## src/hdl/sdc_pkg.sv

```systemverilog
`default_nettype none
// ----------------------------------------------------------------------------
// sdc_pkg
// Shared types and constants for the stereo direct convolution block.
// ----------------------------------------------------------------------------
package sdc_pkg;

    localparam int DEF_MAX_TAPS    = 4096;
    localparam int DEF_SAMPLE_BITS = 16;

    localparam int OUT_W       = 48;
    localparam int TAP_COUNT_W = 13;
    localparam int TAP_INDEX_W = 12;
    localparam int REQ_W       = 2;
    localparam int CFG_IDX_W   = 2;
    localparam int CFG_DATA_W  = 13;

    typedef enum logic [REQ_W-1:0] {
        REQ_LOAD_TAP = 2'd0,
        REQ_FRAME    = 2'd1,
        REQ_RESTART  = 2'd2
    } t_req;

    typedef enum logic [CFG_IDX_W-1:0] {
        CFG_TAP_COUNT       = 2'd0,
        CFG_SIGNAL_STEREO   = 2'd1,
        CFG_RESPONSE_STEREO = 2'd2
    } t_cfg_idx;

    typedef enum logic [1:0] {
        ST_IDLE,
        ST_RUN,
        ST_DRAIN
    } t_state;

    // controller -> datapath
    typedef struct packed {
        logic tap_wr;   // store one tap pair
        logic start;    // store frame, set up loop, clear sums
        logic restart;  // clear history age and write position
        logic issue;    // read one tap and one history entry
        logic finish;   // move sums into the output register
    } t_cmd;

    // datapath -> controller
    typedef struct packed {
        logic n_zero;     // no taps to sum for this frame
        logic last;       // current read is the final tap
        logic pipe_busy;  // reads or products still in flight
        logic out_free;   // output register can take a result
    } t_status;

endpackage : sdc_pkg
`default_nettype wire

```

## src/hdl/sdc_ctrl.sv

```systemverilog
`default_nettype none
// ----------------------------------------------------------------------------
// sdc_ctrl
// Sequencer: accepts items, steps the tap loop, drains, hands off the result.
// ----------------------------------------------------------------------------
module sdc_ctrl
    import sdc_pkg::*;
(
    input  wire logic             i_clk,
    input  wire logic             i_rst_n,
    input  wire logic             i_in_valid,
    output logic                  o_in_ready,
    input  wire logic [REQ_W-1:0] i_req_type,
    input  wire t_status          i_status,
    output t_cmd                  o_cmd
);

    t_state r_state, n_state;
    logic   accept;

    assign accept = i_in_valid && o_in_ready;

    always_ff @(posedge i_clk) begin
        if (!i_rst_n) begin
            r_state <= ST_IDLE;
        end else begin
            r_state <= n_state;
        end
    end

    always_comb begin
        n_state = r_state;
        unique case (r_state)
            ST_IDLE: begin
                if (accept && i_req_type == REQ_FRAME) begin
                    n_state = ST_RUN;
                end
            end
            ST_RUN: begin
                if (i_status.n_zero || i_status.last) begin
                    n_state = ST_DRAIN;
                end
            end
            ST_DRAIN: begin
                if (!i_status.pipe_busy && i_status.out_free) begin
                    n_state = ST_IDLE;
                end
            end
            default: n_state = ST_IDLE;
        endcase
    end

    always_comb begin
        o_in_ready = 1'b0;
        o_cmd      = '0;
        unique case (r_state)
            ST_IDLE: begin
                o_in_ready = 1'b1;
                unique case (i_req_type)
                    REQ_LOAD_TAP: o_cmd.tap_wr  = accept;
                    REQ_FRAME:    o_cmd.start   = accept;
                    REQ_RESTART:  o_cmd.restart = accept;
                    default: ;
                endcase
            end
            ST_RUN: begin
                o_cmd.issue = !i_status.n_zero;
            end
            ST_DRAIN: begin
                o_cmd.finish = !i_status.pipe_busy && i_status.out_free;
            end
            default: ;
        endcase
    end

endmodule : sdc_ctrl
`default_nettype wire

```

## config.mk

```make
export PLATFORM = sky130hd
export DESIGN_NAME = sdc_ctrl
export DESIGN_NICKNAME = d
export VERILOG_FILES = /design/src/hdl/sdc_pkg.sv /design/src/hdl/sdc_ctrl.sv
export SDC_FILE = /design/constraint.sdc
export NUM_CORES = 1
export LEC_CHECK = 0
export BUFFER_PORTS_ARGS = -buffer_cell sky130_fd_sc_hd__clkbuf_2
export CAP_MARGIN = 0
export CORE_AREA = 2 2 39 41
export CTS_CLUSTER_SIZE = 20
export DETAILED_ROUTE_END_ITERATION = 8
export DIE_AREA = 0 0 41 43
export PLACE_DENSITY = 0.44
export SYNTH_ARGS = -nofsm -noshare
export SYNTH_HDL_FRONTEND = slang
export SYNTH_SLANG_ARGS = --single-unit
```

## constraint.sdc

```tcl
create_clock -name i_clk -period 1.2 [get_ports i_clk]
set_input_delay 0.06 -clock i_clk [delete_from_list [all_inputs] [get_ports i_clk]]
set_output_delay 0.06 -clock i_clk [all_outputs]
set_load 0.005 [all_outputs]
```

==> flow_metrics.tcl <==
set metrics [dict create \
    outcome "finished, final reports clean" \
    cts.clk_slew.worst_paths_ns 0.03 \
    diodes 0 \
    largest_reg_flops 2 \
    r2r-end "r_state[0]" \
    wl_per_cell_um 9.56 \
    skew_ns 0.00364 \
    synth_area_leaders "dfxtp_1 (27%), and4b_1 (13%), and4bb_2 (8.3%)" \
    place_area_um2 240 \
    cts_made_buffers 3 \
    p_total_uw 259 \
    cts_hold_buf 0 \
    switchingPower_uw 54.4 \
    synth_common_cells "nor2_1 (3), and4b_1 (2), dfxtp_1 (2), nand2b_1 (2)" \
    largest-register "r_state" \
    hold_viol_final 0 \
    p_per_area_nw_per_um2 985 \
    grt_pass1_wl_um 655 \
    gp_congestion 0.788 \
    ys_types 12 \
    grtUsageTotal_pct 5.61 \
    whs_ns 0.0732 \
    clkPwrFrac_pct 55.1 \
    area_growth_pct 75.0 \
    route.antenna.remaining_nets 0 \
    hpwl_um 425 \
    post-place-cells 47 \
    synth_edf_count 0 \
    synthMostInstantiatedCell "nor2_1" \
    cts_setup_buffers 0 \
    internal-power_uw 204 \
    synth_flop_cell "dfxtp_1" \
    crit_type "reg2out" \
    clock_latency_ns 0.22 \
    syn_nets 26 \
    yosys.area.top_type_share_pct 26.7 \
    tns_ns 0 \
    cap_violations 0 \
    pin_count 15 \
    dr.pass1.iters 4 \
    crit_end "o_cmd[4]" \
    min_path_type "in2reg" \
    p_sw_share_pct 21.0 \
    fin_cells 50 \
    power_frac_comb_pct 17.3 \
    coreArea_um2 1380 \
    p_leak_nw 0.127 \
    cts_root_buf "clkbuf_4" \
    multi_input_area_um2 110 \
    reg2regPathDepth 3 \
    syn-cell-area_um2 150 \
    drt-vias-per-instance 3.92 \
    grt_max_degree 6 \
    startpoint_type "register" \
    drt-initial-drc-count 6 \
    die_w_um 41 \
    critPathCaptureType "primary output" \
    fin_area_um2 263 \
    fp.dieH_um 43 \
    regArea_um2 40.0 \
    timing.rr.start "r_state[0]" \
    synth-seq-cells 2 \
    crit_arrival_ns 1.09 \
    num_vias 196 \
    final_net_count 45 \
    start_util_pct 10.8 \
    max_freq_ghz 0.866 \
    syn_inst 17 \
    fillers 149 \
    peakVddDrop_mv 0.711 \
    clock-sinks 2 \
    drc_errors 0 \
    fp.dieArea_um2 1760 \
    period_minus_slack_ns 1.15 \
    largestRegisters "r_state (2)" \
    wl_um 478 \
    drive_above_1_share_pct 55.9 \
    rows 14 \
    slew_headroom_pct 82.6 \
    htreeDepth 1 \
    antenna_found_initial 0 \
    async_flop_share_pct 0 \
    io_buffer_count 14 \
    p_seq_share_pct 27.6 \
    rsz0062_at_grt "false" \
    ys_seq_area_share_pct 26.7 \
    gr-total-overflow 0 \
    cp.required_ns 1.14 \
    yosys_warnings 0 \
    cts_max_path_buffers 2 \
    post_cts_resized 0 \
    grt_pass1_vias 168 \
    worst_pin_slew_ns 0.258 \
    reg2reg_slack_ns 0.27 \
    synth.avg_cell_area_um2 8.83 \
    crit_start "r_state[0]" \
    post-route-period-util_pct 96.2 \
    slew_viol_final 0 \
    setup_violations 0 \
    critPathMaxFanout 5 \
    synth_top_cell_by_area "dfxtp_1" \
    cts_tree "built" \
]
[worst max-delay path: stages, from the launching register on]
cell      delay [ns]
dfxtp_1         0.33
nor2_1          0.20
and4bb_2        0.24
clkbuf_2        0.11
[cell type report]
type	instances	area share (%)
Sequential cell	2	15.2
Clock buffer	3	8.57
Multi-Input combinational cell	15	41.9
Tap cell	16	7.62
Timing Repair Buffer	14	26.7
[logic make-up (layout without fill, tap and decap cells)]
kind of cell	after synthesis	in the layout	share of synthesized area, %
AND/OR/NAND/NOR	13	13	65.8
AO/OA/AOI/OAI	2	2	7.50
flip-flops	2	2	26.7
buffers and inverters	0	17	0
[layout by cell type (no fill, tap or decap), drive strengths merged]
cell type  count
o22ai          1
nand2b         2
dfxtp          2
nor4bb         1
nor2           3
and4b          2
clkbuf        17
nor3b          2
nor2b          1
a21oi          1
and4bb         1
and2           1
[per-layer routing]
metal  GRT usage (%)  share of wire (%)
met5               0                  0
met4            2.00                  0
met3            4.71                 23
met2            4.38                 25
met1            9.55                 51
[per-stage QoR]
| stage | util (%) | setup slack (ns) |
|---|---|---|
| floorplan | - | 0.356 |
| global placement | 17.4 | 0.253 |
| detailed placement | 17.4 | 0.288 |
| CTS | 19.0 | 0.0495 |
| global route | 19.0 | 0.00698 |
| finish | 19.0 | 0.0455 |
[power groups by stage]
stage / combinational, mW / sequential, mW / clock [mW]
after floorplan: 0.0185 / 0.0718 / 0
after CTS: 0.0448 / 0.0713 / 0.148
after detailed placement: 0.0446 / 0.0721 / 0
final: 0.0449 / 0.0714 / 0.142
after global placement: 0.0455 / 0.0720 / 0
after global routing: 0.0486 / 0.0715 / 0.154
[how the worst min path moves through the flow]
stage,cells after the start,from,end,slack (ns)
floorplan,1,i_status[3],o_cmd[1],0.15
global placement,2,i_rst_n,r_state[1],0.31
detailed placement,2,i_rst_n,r_state[1],0.29
CTS,2,i_rst_n,r_state[1],0.07
global route,2,i_rst_n,r_state[1],0.1
finish,2,i_rst_n,r_state[1],0.07
No activity file was read; power rests on OpenSTA's default activity.
